File: src/rtl/utf8_dec_pkg.sv
// Package with widths, result type and decode function of the UTF-8 decoder.
`timescale 1ns / 1ps
`default_nettype none

package utf8_dec_pkg;

    localparam int BYTE_W      = 8;
    localparam int CP_W        = 21;
    localparam int PART_W      = 15;
    localparam int OWED_W      = 2;
    localparam int OUT_TDATA_W = 24;

    typedef struct packed {
        logic              emit;
        logic [CP_W-1:0]   cp;
        logic [PART_W-1:0] next_partial;
        logic [OWED_W-1:0] next_owed;
    } t_dec_result;

    // One decode step: current pending state plus one byte gives the new
    // pending state and, when a codepoint completes, the codepoint.
    function automatic t_dec_result f_decode(
        input logic [OWED_W-1:0] owed,
        input logic [PART_W-1:0] part,
        input logic [BYTE_W-1:0] b
    );
        t_dec_result       res;
        logic [CP_W-1:0]   cp;
        logic [OWED_W-1:0] owed_m1;
        res     = '0;
        cp      = {part, b[5:0]};
        owed_m1 = owed - 2'd1;
        if (b == '0) begin
            // End of text: pending state is cleared, nothing is emitted.
        end else if ((owed != '0) && (b[7:6] == 2'b10)) begin
            res.next_owed = owed_m1;
            if (owed_m1 != '0) begin
                res.next_partial = cp[PART_W-1:0];
            end else begin
                res.emit = (cp != '0);
                res.cp   = cp;
            end
        end else begin
            // A fresh byte; any partial sequence is abandoned.
            case (b) inside
                [8'h01:8'h7F]: begin
                    res.emit = 1'b1;
                    res.cp   = {{(CP_W-BYTE_W){1'b0}}, b};
                end
                [8'hC0:8'hDF]: begin
                    res.next_partial = {{(PART_W-5){1'b0}}, b[4:0]};
                    res.next_owed    = 2'd1;
                end
                [8'hE0:8'hEF]: begin
                    res.next_partial = {{(PART_W-4){1'b0}}, b[3:0]};
                    res.next_owed    = 2'd2;
                end
                [8'hF0:8'hF7]: begin
                    res.next_partial = {{(PART_W-3){1'b0}}, b[2:0]};
                    res.next_owed    = 2'd3;
                end
                default: begin
                    // Stray continuation or invalid lead: dropped.
                end
            endcase
        end
        return res;
    endfunction

endpackage

`default_nettype wire

File: src/rtl/utf8_to_codepoint_decoder_top.sv
// Top level of the UTF-8 byte stream to codepoint decoder.
`timescale 1ns / 1ps
`default_nettype none

// Channel   | Direction | tdata fields (lowest bit up)       | Width
// s (input) | in        | text_byte [7:0]                    | 8
// m (output)| out       | codepoint [20:0], zero pad [23:21] | 24
//
// The decoder takes one byte per cycle when the output side keeps up.
// An accepted byte is registered in the input register and decoded out of it
// once the result register has room; a codepoint it completes is registered there.
// The synchronous active-low reset empties both registers and clears the
// pending sequence. A stalled result register holds its codepoint, and the
// input register takes one more byte before input ready drops.

module utf8_to_codepoint_decoder_top
    import utf8_dec_pkg::*;
(
    input  wire logic                   i_clk,
    input  wire logic                   i_rst_n,
    input  wire logic                   i_s_tvalid,
    output logic                        o_s_tready,
    input  wire logic [BYTE_W-1:0]      i_s_tdata,   // text_byte [7:0]
    output logic                        o_m_tvalid,
    input  wire logic                   i_m_tready,
    output logic [OUT_TDATA_W-1:0]      o_m_tdata    // codepoint [20:0], zero [23:21]
);

    // Input register: holds one accepted byte until it is decoded.
    logic              r_in_valid;
    logic [BYTE_W-1:0] r_in_byte;

    // Pending sequence state.
    logic [PART_W-1:0] r_partial;
    logic [OWED_W-1:0] r_owed;

    // Result register.
    logic              r_out_valid;
    logic [CP_W-1:0]   r_out_cp;

    logic              out_free;
    logic              dec_fire;
    logic              in_accept;
    t_dec_result       dec;

    // The result register can take a new codepoint when it is empty or is
    // being drained in this cycle.
    assign out_free   = !r_out_valid || i_m_tready;
    // The held byte is decoded once the result register has room, whether or
    // not it completes a codepoint.
    assign dec_fire   = r_in_valid && out_free;
    assign o_s_tready = !r_in_valid || dec_fire;
    assign in_accept  = i_s_tvalid && o_s_tready;

    assign dec = f_decode(r_owed, r_partial, r_in_byte);

    always_ff @(posedge i_clk) begin
        if (!i_rst_n) begin
            r_in_valid <= 1'b0;
        end else if (in_accept) begin
            r_in_valid <= 1'b1;
        end else if (dec_fire) begin
            r_in_valid <= 1'b0;
        end
    end

    always_ff @(posedge i_clk) begin
        if (in_accept) begin
            r_in_byte <= i_s_tdata;
        end
    end

    always_ff @(posedge i_clk) begin
        if (!i_rst_n) begin
            r_partial <= '0;
            r_owed    <= '0;
        end else if (dec_fire) begin
            r_partial <= dec.next_partial;
            r_owed    <= dec.next_owed;
        end
    end

    always_ff @(posedge i_clk) begin
        if (!i_rst_n) begin
            r_out_valid <= 1'b0;
        end else if (dec_fire && dec.emit) begin
            r_out_valid <= 1'b1;
        end else if (i_m_tready) begin
            r_out_valid <= 1'b0;
        end
    end

    always_ff @(posedge i_clk) begin
        if (dec_fire && dec.emit) begin
            r_out_cp <= dec.cp;
        end
    end

    assign o_m_tvalid = r_out_valid;
    assign o_m_tdata  = {{(OUT_TDATA_W-CP_W){1'b0}}, r_out_cp};

endmodule

`default_nettype wire

File: config.mk
export PLATFORM = sky130hd
export DESIGN_NAME = utf8_to_codepoint_decoder_top
export DESIGN_NICKNAME = d
export VERILOG_FILES = /design/src/rtl/utf8_dec_pkg.sv /design/src/rtl/utf8_to_codepoint_decoder_top.sv
export SDC_FILE = /design/constraint.sdc
export NUM_CORES = 1
export LEC_CHECK = 0
export ABC_AREA = 0
export BUFFER_PORTS_ARGS = -buffer_cell sky130_fd_sc_hd__clkbuf_2
export CAP_MARGIN = 20
export CORE_ASPECT_RATIO = 0.5
export CORE_MARGIN = 10
export CORE_UTILIZATION = 40
export DETAILED_ROUTE_END_ITERATION = 6
export PLACE_DENSITY = 0.64
export REMOVE_ABC_BUFFERS = 1
export SLEW_MARGIN = 20
export SYNTH_ARGS = -nofsm -noshare
export SYNTH_HDL_FRONTEND = slang
export SYNTH_SLANG_ARGS = --single-unit
File: constraint.sdc
create_clock -name i_clk -period 2.99 [get_ports i_clk]
set_clock_uncertainty 0.2 [all_clocks]
set_input_delay 0 -clock i_clk [delete_from_list [all_inputs] [get_ports i_clk]]
set_output_delay 0 -clock i_clk [all_outputs]
set_load 0.01 [all_outputs]
After elaboration in Yosys (flattened, before gate mapping)
Cells that the tools add are included.

storage, ports and cells
  output and inout port bits = 26
  register bits after elaboration = 48
  word-level logic and storage cells = 47
  input bits = 12

operators by class
  equal/unequal tests = 1
  mux-type cells = 13
  magnitude comparators = 8
  reduce and logical (&&, ||, !) cells = 18
  add/subtract/negate cells = 1

operators by type and width
  operator                                              number
  two-way mux 39 bit                                    2
  two-way mux 22 bit                                    2
  >= comparator 8 bit (second input constant)           3
  <= comparator 8 bit (second input constant)           3
  nonzero test 21 bit                                   1
  two-way mux 15 bit                                    1
  two-way mux 7 bit                                     2
  >= comparator 8 x 1 -> 1 bit (second input constant)  1
  <= comparator 8 x 7 -> 1 bit (second input constant)  1
  logical AND 1 bit                                     8
  zero test 8 bit                                       1
  nonzero test 2 bit                                    4
  two-way mux 6 bit                                     1
  two-way mux 5 bit                                     1
  two-way mux 1 bit                                     4
  == test 2 bit (second input constant)                 1
  zero test 1 bit                                       2
  logical OR 1 bit                                      2
  subtractor 2 x 1 -> 2 bit (second input constant)     1

Depth between registers and ports, before layout
  word-level depth = 10
  depth in mapped cells = 7
  gate-level depth less buffers = 6

Worst setup path before layout
No wires, ideal clock.

  path type = register -> register
  from = register r_in_byte[3]
  to = register r_out_cp[0], enable pin
  library setup time = 0.402 ns
  cell stages (with the launch flop) = 5
  slack = 0.897 ns
  required time = 2.388 ns
  buffers on the path = 0
  period minus slack after synthesis = 2.093 ns
  data arrival time = 1.491 ns
  cells stage by stage = edfxtp_1 > nor4_1 > nand2_1 > o2111ai_1 > nand2_1

between the ends
  cells in the longest elaborated chain, start to end = 6
  elaborated cells between the ends (all ways) = 10
  those cells by class = 2 x order compare; 4 x mux; 4 x reduce/logical

ends and longest elaborated chain
  what                                                                                                       line                                 RTL
  from (decl)                                                                                                utf8_to_codepoint_decoder_top.sv:31  logic [BYTE_W-1:0] r_in_byte;
  from (signal assigned)                                                                                     utf8_to_codepoint_decoder_top.sv:69  r_in_byte <= i_s_tdata;
  >= comparator 8 x 1 -> 1 bit (implied by the code) / <= comparator 8 x 7 -> 1 bit (equally long branches)  utf8_to_codepoint_decoder_top.sv:55  assign dec = f_decode(r_owed, r_partial, r_in_byte);
  logical AND 1 bit (implied by the code)                                                                    utf8_to_codepoint_decoder_top.sv:55
  two-way mux 22 bit                                                                                         utf8_dec_pkg.sv:45                   case (b) inside
  two-way mux 39 bit                                                                                         utf8_dec_pkg.sv:35                   end else if ((owed != '0) && (b[7:6] == 2'b10)) begin
  two-way mux 39 bit (*)                                                                                     utf8_dec_pkg.sv:33                   if (b == '0) begin
  logical AND 1 bit (*)                                                                                      utf8_to_codepoint_decoder_top.sv:94  if (dec_fire && dec.emit) begin
  to (signal assigned)                                                                                       utf8_to_codepoint_decoder_top.sv:95  r_out_cp <= dec.cp;
  to (decl)                                                                                                  utf8_to_codepoint_decoder_top.sv:39  logic [CP_W-1:0] r_out_cp;

Mark *: on every way between the ends. The rest lies on a longest branch, timed or not.
A chain may end at the register's enable or synchronous reset.

Worst setup path in the final report
  from = register r_owed[0]
  to = register r_partial[8]

between the ends
  cells in the longest elaborated chain, start to end = 5
  elaborated cells between the ends (all ways) = 7
  those cells by class = 1 x add/sub; 3 x mux; 3 x reduce/logical

ends and longest elaborated chain
  what                       line                                 RTL
  from (decl)                utf8_to_codepoint_decoder_top.sv:35  logic [OWED_W-1:0] r_owed;
  from (signal assigned)     utf8_to_codepoint_decoder_top.sv:79  r_owed <= dec.next_owed;
  subtractor 2 x 1 -> 2 bit  utf8_dec_pkg.sv:32                   owed_m1 = owed - 2'd1;
  nonzero test 2 bit         utf8_dec_pkg.sv:37                   if (owed_m1 != '0) begin
  two-way mux 15 bit         utf8_dec_pkg.sv:37
  two-way mux 39 bit (*)     utf8_dec_pkg.sv:35
  two-way mux 39 bit (*)     utf8_dec_pkg.sv:33
  to (signal assigned)       utf8_to_codepoint_decoder_top.sv:78  r_partial <= dec.next_partial;
  to (decl)                  utf8_to_codepoint_decoder_top.sv:34  logic [PART_W-1:0] r_partial;

Marked as above.

==> results.toml <==
[status]
status = "finished, final reports clean"

[global_routing]
grt_pass1_vias = 1326
grt_usage = 0.0928
grt_first_pass_wirelength_um = 6360
grt_max_degree = 22
grt_overflow = 0
antenna_found_initial = 0

[die]
die_area_um2 = 8190
die_w_um = 118
core_um2 = 4530
die_y_um = 69.2
ios = 38
num_rows = 17
initial_core_util = 0.427

[logic_synthesis]
syn_inst = 158
synth-compound-area-share = 0.120
synthTopCellsByCount = "edfxtp_1, and2_1, dfxtp_1, nor2_1, a22oi_1"
avgSynthCellArea_um2 = 12.2
synth_top_family_by_area = "simple AND/OR/NAND/NOR gates"
synth_top_cell_by_area = "edfxtp_1"
seq_area_frac_synth = 0.647
synthMuxAreaShare = 0
synthArstFlopShare = 0
synth.most_common_cell = "edfxtp_1"
synth-seq-cells = 48
synth.distinct_cells = 33
synthTopCellsByArea = "edfxtp_1, dfxtp_1, and2_1"
synth_xor_area_frac = 0
synth_edf_count = 29
synth_fa_ha_area_frac = 0.0129
yosys_most_used_dff = "edfxtp_1"
synthSimpleGateAreaFrac = 0.184
syn_area_um2 = 1930
ys_warn_count = 0
synth_top_area_frac = 0.450

[setup_path]
worstPathMaxFanout = 10
reg2regPathDepth = 6
crit_type = "reg2reg"
crit_family = "simple AND/OR/NAND/NOR gates"
r2r_start = "r_owed[0]"
crit_buf_inv = 1
cp_num_cells = 6
r2r_slack_ps = 860
startpoint = "r_owed[0]"
cp-end-kind = "register"
max_stage_delay_ps = 520
cp_cell_sequence = "inv_1 > ha_1 > or3b_4 > nor4b_4 > a22oi_1 > nor2_1"
cp-endpoint = "r_partial[8]"
arrival_ps = 2160
r2r_end = "r_partial[8]"
cp.required_ps = 3030
cp_slowest_cell = "nor4b_4"
startpoint_type = "register"

[power]
seqPwrFrac = 0.585
p_leak_nw = 0.927
pwr-share-clk = 0.353
p_comb_frac = 0.063
ir_worst_vdd_mv = 0.185
power_density_nw_per_um2 = 523
power.switching_w = 0.000278
switching_share = 0.222
intPower_w = 0.000971

[finish]
nets = 221
nFillCells = 396
antennaDiodeCount = 0
area_growth_pct = 23.4
final_layout_size_suffix_gt1_frac = 0.226
multi_input_area_um2 = 624
instances_no_fill = 274
regArea_um2 = 1250

[placement]
portBuffers = 34
dp_hpwl_um = 2710
place_congestion = 0.829
dp_cells = 254

[clock_tree]
cts_buffers = 5
ctsResizeCount = 0
cts_tree = "yes"
path_clk_slew_ps = 90
clk_latency_ps = 300
clockRootBuffer = "clkbuf_8"
cts_hold_buf = 12
numClockSinks = 48
postCtsSetupRepairBufs = 0
cts-htree-levels = 2
clock_path_buffers = 2

[timing]
drv_slew = 0
slew-limit-headroom = 0.605
holdWs_ps = 211
tns_ps = 0
hold_violations = 0
setup_viol = 0
fin_crit_sh = 0.711
rsz0062_at_grt = "no"
worstMarginPinSlew_ps = 587
max_freq_mhz = 470
fin_crit_ps = 2130

[detailed_routing]
vias = 1342
drc = 0
drt-initial-drc-count = 82
postRouteAntennaNets = 0
routedWlPerCell_um = 13.9
first_pass_iters = 4
viasPerCell = 4.90
wl_um = 3820

[run]
maxCapViolCount = 0

[hold_path]
min_path_type = "in2reg"
-- cell usage in the layout, fill, tap and decap left out, drive strengths merged, types with 2 or more instances in the layout --
cell type and n:
a211oi 2, a21oi 6, a22oi 10, a32o 4, and2 22, and3 2, buf 2, clkbuf 40
conb 3, dfxtp 19, dlygate4sd3 12, edfxtp 29, ha 2, inv 6, nand2 8, nand2b 2
nand3 2, nor2 14, nor2b 3, nor3 3, nor4 4, o2111ai 2, o21ai 3
-- worst min path at each step --
stage	start	to	slack (ps)	depth (start not counted)
finish	i_s_tdata[7]	r_in_byte[7]	210	2
global route	i_s_tdata[5]	r_in_byte[5]	230	2
CTS	i_s_tdata[5]	r_in_byte[5]	210	2
detailed placement	i_s_tdata[0]	r_in_byte[0]	-20	1
global placement	i_s_tdata[1]	r_in_byte[1]	-20	1
floorplan	i_s_tdata[0]	r_in_byte[0]	-100	0
-- per-layer routing --
| metal | track usage | vias up | wire length (µm) |
|---|---|---|---|
| met5 | 0 | - | 0 |
| met4 | 0.0364 | 0 | 63 |
| met3 | 0.0275 | 6 | 181 |
| met2 | 0.138 | 39 | 1650 |
| met1 | 0.123 | 621 | 1920 |
| li1 | - | 676 | - |
-- state kept, by name, indices dropped and copies added (netlist names) --
register,count
o_m_tvalid,1
r_out_cp,21
r_in_valid,1
r_partial,15
r_owed,2
r_in_byte,8
-- stage by stage --
step           power [W]   util  cell area, µm²  setup slack (ps)
3_3_place_gp    0.000810  0.476            2160               964
5_1_grt          0.00130  0.527            2390               682
3_5_place_dp    0.000812  0.476            2160               914
4_1_cts          0.00126  0.527            2390               888
2_1_floorplan   0.000782      -            1890               897
6_report         0.00125  0.527            2390               864
-- power groups by stage --
stage	Combinational, W	Clock (W)	Sequential (W)
final	0.0000785	0.000440	0.000730
after global routing	0.0000872	0.000475	0.000733
after CTS	0.0000787	0.000447	0.000730
after detailed placement	0.0000665	0	0.000745
after global placement	0.0000650	0	0.000745
after floorplan	0.0000367	0	0.000745
-- cell type report --
type	instances	area share
inverters	4	0.00629
multi-input cells	100	0.262
clock buffers	6	0.0393
clock inverters	2	0.00629
repair buffers	48	0.128
flip-flops and latches	48	0.524
well taps	66	0.0346
-- cell families (layout without fill, tap and decap cells) --
kind of cell | after synthesis | after routing
compound gates | 32 | 32
fa+ha+maj | 2 | 2
buf+inv | 12 | 60
flops | 48 | 48
other cells | 1 | 3
simple gates | 63 | 63
Power figures use the tool's default switching activity.
